<file path="src/rtl/tcm_pkg.sv">
// Shared types and constants for the two-class thread/context matcher.
// Used by every module of the block but tcm_queue; depends on nothing else.
package tcm_pkg;

   localparam int TCM_THREADS   = 64;
   localparam int TCM_CONTEXTS  = 16;
   localparam int TCM_THREAD_W  = 6;
   localparam int TCM_CONTEXT_W = 4;

   localparam logic OP_REQUEST = 1'b0;
   localparam logic OP_RELEASE = 1'b1;

   typedef struct packed {
      logic                     opcode;
      logic                     user_class;
      logic [TCM_THREAD_W-1:0]  thread_id;
      logic [TCM_CONTEXT_W-1:0] context_id;
   } req_type;

   typedef struct packed {
      logic                     matched;
      logic [TCM_THREAD_W-1:0]  paired_thread;
      logic [TCM_CONTEXT_W-1:0] paired_context;
      logic                     dropped;
   } rsp_type;

   // Controller to datapath.
   typedef struct packed {
      logic load_req;
      logic pop;
      logic push;
      logic load_rsp;
   } cmd_type;

   // Datapath to controller.
   typedef struct packed {
      logic src_avail;
   } status_type;

endpackage

</file>
<file path="src/rtl/two_class_thread_context_matcher.sv">
// Two-class FIFO matcher of threads and hardware contexts.
// A request is accepted in S_IDLE, the queues are accessed in S_DECIDE and the
// result is loaded in S_FINISH, which waits while an earlier result is not yet
// taken; the queue memory read is registered and used the cycle after the pop.
// Reset clears the controller and all queue pointers and counts; every queue
// starts empty and no clearing pass is needed.
module two_class_thread_context_matcher
   import tcm_pkg::*;
#(
   parameter int THREADS  = TCM_THREADS,
   parameter int CONTEXTS = TCM_CONTEXTS
) (
   input  logic    clock,
   input  logic    reset,
   input  logic    req_valid,
   output logic    req_ready,
   input  req_type req_payload,
   output logic    rsp_valid,
   input  logic    rsp_ready,
   output rsp_type rsp_payload
);

   cmd_type    cmd;
   status_type status;

   tcm_ctrl u_ctrl (
      .clock    (clock),
      .reset    (reset),
      .req_valid(req_valid),
      .req_ready(req_ready),
      .rsp_valid(rsp_valid),
      .rsp_ready(rsp_ready),
      .status   (status),
      .cmd      (cmd)
   );

   tcm_datapath #(
      .THREADS (THREADS),
      .CONTEXTS(CONTEXTS)
   ) u_datapath (
      .clock      (clock),
      .reset      (reset),
      .req_payload(req_payload),
      .cmd        (cmd),
      .status     (status),
      .rsp_payload(rsp_payload)
   );

endmodule

</file>
<file path="src/rtl/tcm_queue.sv">
// Circular FIFO with a one-port memory, head/tail pointers and a fill count.
// Depends on nothing; instantiated by tcm_datapath for each of the four queues.
module tcm_queue #(
   parameter int DEPTH = 16,
   parameter int WIDTH = 4
) (
   input  logic             clock,
   input  logic             reset,
   input  logic             push,
   input  logic             pop,
   input  logic [WIDTH-1:0] wr_data,
   output logic [WIDTH-1:0] rd_data,
   output logic             empty,
   output logic             full
);

   localparam int PW = $clog2(DEPTH);
   localparam int CW = $clog2(DEPTH + 1);

   logic [WIDTH-1:0] mem_ff [DEPTH];
   logic [WIDTH-1:0] rd_data_ff;
   logic [PW-1:0]    head_ff, head_in;
   logic [PW-1:0]    tail_ff, tail_in;
   logic [CW-1:0]    count_ff, count_in;

   assign empty   = (count_ff == '0);
   assign full    = (count_ff == CW'(DEPTH));
   assign rd_data = rd_data_ff;

   always_comb begin
      head_in  = head_ff;
      tail_in  = tail_ff;
      count_in = count_ff;
      if (pop && !empty) begin
         head_in  = (head_ff == PW'(DEPTH - 1)) ? '0 : head_ff + 1'b1;
         count_in = count_ff - 1'b1;
      end else if (push && !full) begin
         tail_in  = (tail_ff == PW'(DEPTH - 1)) ? '0 : tail_ff + 1'b1;
         count_in = count_ff + 1'b1;
      end
   end

   always_ff @(posedge clock) begin
      if (reset) begin
         head_ff  <= '0;
         tail_ff  <= '0;
         count_ff <= '0;
      end else begin
         head_ff  <= head_in;
         tail_ff  <= tail_in;
         count_ff <= count_in;
      end
   end

   always_ff @(posedge clock) begin
      if (push && !full && !pop) begin
         mem_ff[tail_ff] <= wr_data;
      end
      if (pop && !empty) begin
         rd_data_ff <= mem_ff[head_ff];
      end
   end

endmodule

</file>
<file path="src/rtl/tcm_datapath.sv">
// Datapath: request register, the wait and idle queues of both classes,
// and result assembly. Depends on tcm_pkg and tcm_queue.
module tcm_datapath
   import tcm_pkg::*;
#(
   parameter int THREADS  = TCM_THREADS,
   parameter int CONTEXTS = TCM_CONTEXTS
) (
   input  logic       clock,
   input  logic       reset,
   input  req_type    req_payload,
   input  cmd_type    cmd,
   output status_type status,
   output rsp_type    rsp_payload
);

   req_type req_ff;
   rsp_type rsp_ff, rsp_in;
   logic    popped_ff;
   logic    dropped_ff, dropped_in;

   logic [1:0] wait_push, wait_pop, idle_push, idle_pop;
   logic [1:0] wait_empty, wait_full, idle_empty, idle_full;
   logic [TCM_THREAD_W-1:0]  wait_rd [2];
   logic [TCM_CONTEXT_W-1:0] idle_rd [2];

   logic is_release;
   logic cls;

   assign is_release = (req_ff.opcode == OP_RELEASE);
   assign cls        = req_ff.user_class;

   // A request pops the idle queue and falls back to the wait queue;
   // a release does the opposite.
   assign status.src_avail = is_release ? !wait_empty[cls] : !idle_empty[cls];

   always_comb begin
      wait_push = '0;
      wait_pop  = '0;
      idle_push = '0;
      idle_pop  = '0;
      if (is_release) begin
         wait_pop[cls]  = cmd.pop;
         idle_push[cls] = cmd.push;
      end else begin
         idle_pop[cls]  = cmd.pop;
         wait_push[cls] = cmd.push;
      end
      dropped_in = is_release ? idle_full[cls] : wait_full[cls];
   end

   for (genvar c = 0; c < 2; c++) begin : g_class
      tcm_queue #(
         .DEPTH(THREADS),
         .WIDTH(TCM_THREAD_W)
      ) u_wait (
         .clock  (clock),
         .reset  (reset),
         .push   (wait_push[c]),
         .pop    (wait_pop[c]),
         .wr_data(req_ff.thread_id),
         .rd_data(wait_rd[c]),
         .empty  (wait_empty[c]),
         .full   (wait_full[c])
      );

      tcm_queue #(
         .DEPTH(CONTEXTS),
         .WIDTH(TCM_CONTEXT_W)
      ) u_idle (
         .clock  (clock),
         .reset  (reset),
         .push   (idle_push[c]),
         .pop    (idle_pop[c]),
         .wr_data(req_ff.context_id),
         .rd_data(idle_rd[c]),
         .empty  (idle_empty[c]),
         .full   (idle_full[c])
      );
   end

   always_comb begin
      rsp_in = '0;
      if (popped_ff) begin
         rsp_in.matched = 1'b1;
         if (is_release) begin
            rsp_in.paired_thread  = wait_rd[cls];
            rsp_in.paired_context = req_ff.context_id;
         end else begin
            rsp_in.paired_thread  = req_ff.thread_id;
            rsp_in.paired_context = idle_rd[cls];
         end
      end else begin
         rsp_in.dropped = dropped_ff;
      end
   end

   always_ff @(posedge clock) begin
      if (cmd.load_req) begin
         req_ff <= req_payload;
      end
      if (cmd.pop) begin
         popped_ff  <= 1'b1;
         dropped_ff <= 1'b0;
      end else if (cmd.push) begin
         popped_ff  <= 1'b0;
         dropped_ff <= dropped_in;
      end
      if (cmd.load_rsp) begin
         rsp_ff <= rsp_in;
      end
   end

   assign rsp_payload = rsp_ff;

endmodule

</file>
<file path="src/rtl/tcm_ctrl.sv">
// Controller state machine: sequences accept, queue access and result load.
// Depends on tcm_pkg.
module tcm_ctrl
   import tcm_pkg::*;
(
   input  logic       clock,
   input  logic       reset,
   input  logic       req_valid,
   output logic       req_ready,
   output logic       rsp_valid,
   input  logic       rsp_ready,
   input  status_type status,
   output cmd_type    cmd
);

   typedef enum logic [1:0] {
      S_IDLE,
      S_DECIDE,
      S_FINISH
   } state_type;

   state_type state_ff, state_in;
   logic      rsp_valid_ff, rsp_valid_in;
   logic      out_free;

   assign req_ready = (state_ff == S_IDLE);
   assign rsp_valid = rsp_valid_ff;
   assign out_free  = !rsp_valid_ff || rsp_ready;

   always_comb begin
      cmd      = '0;
      state_in = state_ff;
      case (state_ff)
         S_IDLE: begin
            cmd.load_req = req_valid;
            if (req_valid) begin
               state_in = S_DECIDE;
            end
         end
         S_DECIDE: begin
            cmd.pop  = status.src_avail;
            cmd.push = !status.src_avail;
            state_in = S_FINISH;
         end
         S_FINISH: begin
            cmd.load_rsp = out_free;
            if (out_free) begin
               state_in = S_IDLE;
            end
         end
         default: begin
            state_in = S_IDLE;
         end
      endcase
      rsp_valid_in = cmd.load_rsp || (rsp_valid_ff && !rsp_ready);
   end

   always_ff @(posedge clock) begin
      if (reset) begin
         state_ff     <= S_IDLE;
         rsp_valid_ff <= 1'b0;
      end else begin
         state_ff     <= state_in;
         rsp_valid_ff <= rsp_valid_in;
      end
   end

endmodule
</file>
<file path="config.mk">
export PLATFORM = sky130hd
export DESIGN_NAME = two_class_thread_context_matcher
export DESIGN_NICKNAME = d
export VERILOG_FILES = /design/src/rtl/tcm_pkg.sv /design/src/rtl/two_class_thread_context_matcher.sv /design/src/rtl/tcm_queue.sv /design/src/rtl/tcm_datapath.sv /design/src/rtl/tcm_ctrl.sv
export SDC_FILE = /design/constraint.sdc
export NUM_CORES = 1
export LEC_CHECK = 0
export ABC_AREA = 1
export BUFFER_PORTS_ARGS = -buffer_cell sky130_fd_sc_hd__buf_2
export CAP_MARGIN = 10
export CORE_MARGIN = 1
export CORE_UTILIZATION = 59
export DETAILED_ROUTE_END_ITERATION = 8
export GPL_TIMING_DRIVEN = 0
export PLACE_DENSITY = 0.75
export SLEW_MARGIN = 20
export SYNTH_ARGS = -nofsm -noshare
export SYNTH_HDL_FRONTEND = slang
export SYNTH_SLANG_ARGS = --single-unit
</file>
<file path="constraint.sdc">
create_clock -name clock -period 4.4 [get_ports clock]
set_clock_uncertainty 0.2 [all_clocks]
set_input_delay 1.32 -clock clock [delete_from_list [all_inputs] [get_ports clock]]
set_output_delay 1.32 -clock clock [all_outputs]
set_load 0.01 [all_outputs]
</file>
==> results.cfg <==
[setup_path]
crit_path_end_kind = flip-flop
worstSetupStartpointType = flip-flop
required_ns = 4.71
critical-path-max-stage-delay_ns = 0.70
crit_type = reg2reg
crit_chain = inv_1 -> clkbuf_1 -> clkbuf_1 -> o21ai_0 -> o221ai_1 -> nand3_1 -> nand4_1 -> nand3_1 -> nand2_1
cp_data_arrival_time_ns = 3.73
crit_slowest_cell = clkbuf_1
cp_max_fo = 10
reg2reg_slack_ns = 0.98
reg2reg_depth = 9

[floorplan]
die_h_um = 267
die_area_mm2 = 0.0713
fp.dieW_um = 267
start_util_pct = 60.0
io_pins = 30
row_count = 96
fp.coreArea_mm2 = 0.0691

[clock_network]
cts_root_buf = clkbuf_16
clkTransAtPathRegs_ns = 0.06
postCtsSetupBuffers = 0
cts_made_buffers = 98
cts_resized = 0
clockBufferDepth = 3
numClockSinks = 1009
hold_buffers = 0
worstSkewPairLatency_ns = 0.68
cts_tree = built
htree_levels = 3

[global_routing]
grt_pass1_vias = 28200
track_usage_pct = 33.3
overflow = 0
antenna_found_initial = 3
grt_first_pass_wirelength_um = 174000
grt_start_max_net_pins = 34

[yosys]
synth_top_family_by_area = simple AND/OR/NAND/NOR gates
synth_compound_gate_area_share_pct = 10.8
synth_area_mm2 = 0.0414
syn_avg_cell_area_um2 = 12.0
synth-simple-area-share_pct = 12.8
synthDistinctLibCells = 40
ys_ff_latch = 1009
syn_nets = 3500
synthMuxAreaShare_pct = 0.266
netlist_instances = 3450
synth-adder-area-share_pct = 1.10
ys_seq_area_share_pct = 71.5
synthXorXnorAreaFrac_pct = 0.402
yosysWarnings = 0

[cells_and_area]
layout.nets = 3670
design_area_mm2 = 0.0468
seqCellArea_mm2 = 0.0296
drive_above_1_share_pct = 8.78
fillCellCount = 4903
fin_util_pct = 67.8
syn2layout_area_growth_pct = 13.1
multi_input_area_mm2 = 0.0106
fin_cells = 4633

[power_and_ir_drop]
p_sw_share_pct = 20.9
combPwrFrac_pct = 3.2
p_clk_share_pct = 43.6
p_leak_nw = 15.7
power_mw = 19.9
ir_worst_vdd_v = 0.000356
p_switching_mw = 4.16
power_frac_seq_pct = 53.2
intPower_mw = 15.7
pwr_density_cell_mw_per_mm2 = 425

[timing]
slew-limit-headroom_pct = 22.4
setup_viol = 0
tightest_slew_ns = 1.16
hold-worst-slack_ns = 0.301
max_freq_mhz = 292
setup_ws_ns = 0.978
maxSlewViolCount = 0
timing.final.hold_violations = 0
period_share_pct = 77.8
setup_tns_ns = 0
rsz0062_at_grt = no
period_needed_ns = 3.42

[drt]
ant_nets = 0
wl_um = 119000
drc = 0
avgRoutedWirePerCell_um = 25.6
dr.pass1.iters = 9
drt_iter0_drc = 5054
vias = 30100
vias_per_cell = 6.50

[placed_design]
placed_area_mm2 = 0.0434
io_buffers = 28
dp_slack_ns = 0.855
dp_hpwl_um = 77400
dp.cells = 4448
gp_routability_congestion = 1.00

[flow_run]
cap_violations = 0

[min_path]
worstHoldPathType = reg2reg
hold-path-cell-count = 2

[run_status]
status = finished, final reports clean
==> registers in the layout, indices dropped and copies added (netlist names), 2 cells and up <==
register                            flops
u_ctrl.state_ff                         2
u_datapath.g_class.u_idle.count_ff     10
u_datapath.g_class.u_idle.head_ff       8
u_datapath.g_class.u_idle.mem_ff      128
u_datapath.g_class.u_idle.rd_data       8
u_datapath.g_class.u_idle.tail_ff       8
u_datapath.g_class.u_wait.count_ff     14
u_datapath.g_class.u_wait.head_ff      12
u_datapath.g_class.u_wait.mem_ff      768
u_datapath.g_class.u_wait.rd_data      12
u_datapath.g_class.u_wait.tail_ff      12
u_datapath.req_ff                      10
u_datapath.rsp_payload                 12
==> worst max-delay path, delay by kind of cell (launching register included) <==
kind	cells	cell delay, ns
buffers and inverters	3	1.41
DFF	1	0.37
AOI/OAI and AO/OA	2	0.52
and+or+nand+nor	4	0.76
==> logic make-up (layout without fill, tap and decap cells) <==
family,count (synthesis),count (layout)
buffers and inverters,323,573
and+or+nand+nor,1277,1277
xor gates and xnor gates,19,19
other,0,2
adders and majority gates,34,34
AOI/OAI and AO/OA,777,777
DFF,1009,1009
muxes,11,11
==> layout make-up <==
class / instances / area share (%)
Timing Repair Buffer: 70 / 1.84
Antenna cell: 2 / 0.0107
Tap cell: 931 / 2.49
Multi-Input combinational cell: 2118 / 22.6
Buffer: 195 / 1.76
Sequential cell: 1009 / 63.2
Clock inverter: 59 / 1.50
Clock buffer: 121 / 5.60
Inverter: 128 / 1.03
==> power groups by stage <==
stage	Sequential [mW]	Clock [mW]	Combinational (mW)
floorplan	10.8	0	0.241
global placement	11.0	0	0.374
detailed placement	10.8	0	0.591
CTS	10.6	8.67	0.594
global route	10.6	9.03	0.666
finish	10.6	8.67	0.632
==> metal layers <==
metal / up-vias / part of all wire (%) / global-route usage, %
met5: - / 0.0076 / 0
met4: 2 / 5.3 / 15.5
met3: 521 / 14 / 9.42
met2: 2309 / 45 / 50.5
met1: 14400 / 36 / 44.7
li1: 12900 / - / -
==> cell usage in the layout (no fill, tap or decap), types with 5 or more instances in the layout <==
cell       instances
clkbuf_16        100
o221ai_1          38
nand3_1          150
clkbuf_1         141
inv_2             12
nor3_2            10
bufinv_16         13
dfxtp_1           69
xnor2_1            5
mux2i_1           11
buf_1             10
nand2_1          273
nand3_2           10
nor3_1            28
buf_2             85
buf_16             8
o21ai_0          461
clkinv_1          26
o22ai_1          103
o211ai_1          85
edfxtp_1         940
a21oi_1           61
nand4_1           31
buf_8             32
clkinv_2          20
nor2_1           754
inv_1            107
xor2_1            14
ha_1              30
o32ai_1           21
==> worst paths after layout <==
kind | from | to
max | u_datapath.g_class[0].u_wait.head_ff[1] | u_datapath.g_class[0].u_wait.rd_data[5]
min | u_datapath.g_class[1].u_idle.head_ff[3] | u_datapath.g_class[1].u_idle.head_ff[3]
max reg2reg | u_datapath.g_class[0].u_wait.head_ff[1] | u_datapath.g_class[0].u_wait.rd_data[5]
min reg2reg | u_datapath.g_class[1].u_idle.head_ff[3] | u_datapath.g_class[1].u_idle.head_ff[3]
==> synthesized netlist by cell type (all sizes together) <==
library cell | n | area [um^2]
o32ai | 21 | 184
nand3 | 163 | 903
ha | 30 | 375
a21o | 3 | 22.5
edfxtp | 940 | 28200
xnor2 | 5 | 43.8
a31oi | 1 | 6.26
fa | 4 | 80.1
o21ai | 465 | 2330
clkinv | 9 | 35.0
mux2i | 11 | 110
nand2 | 279 | 1070
inv | 119 | 447
clkbuf | 124 | 465
nor3 | 38 | 190
dfxtp | 69 | 1380
xor2 | 14 | 123
a21oi | 61 | 305
o22ai | 103 | 644
nor4 | 3 | 18.8
nor3b | 2 | 15.0
o211ai | 85 | 638
nand4 | 33 | 236
buf | 71 | 357
nor2 | 759 | 2880
o221ai | 38 | 333
Power figures use the tool's default switching activity.
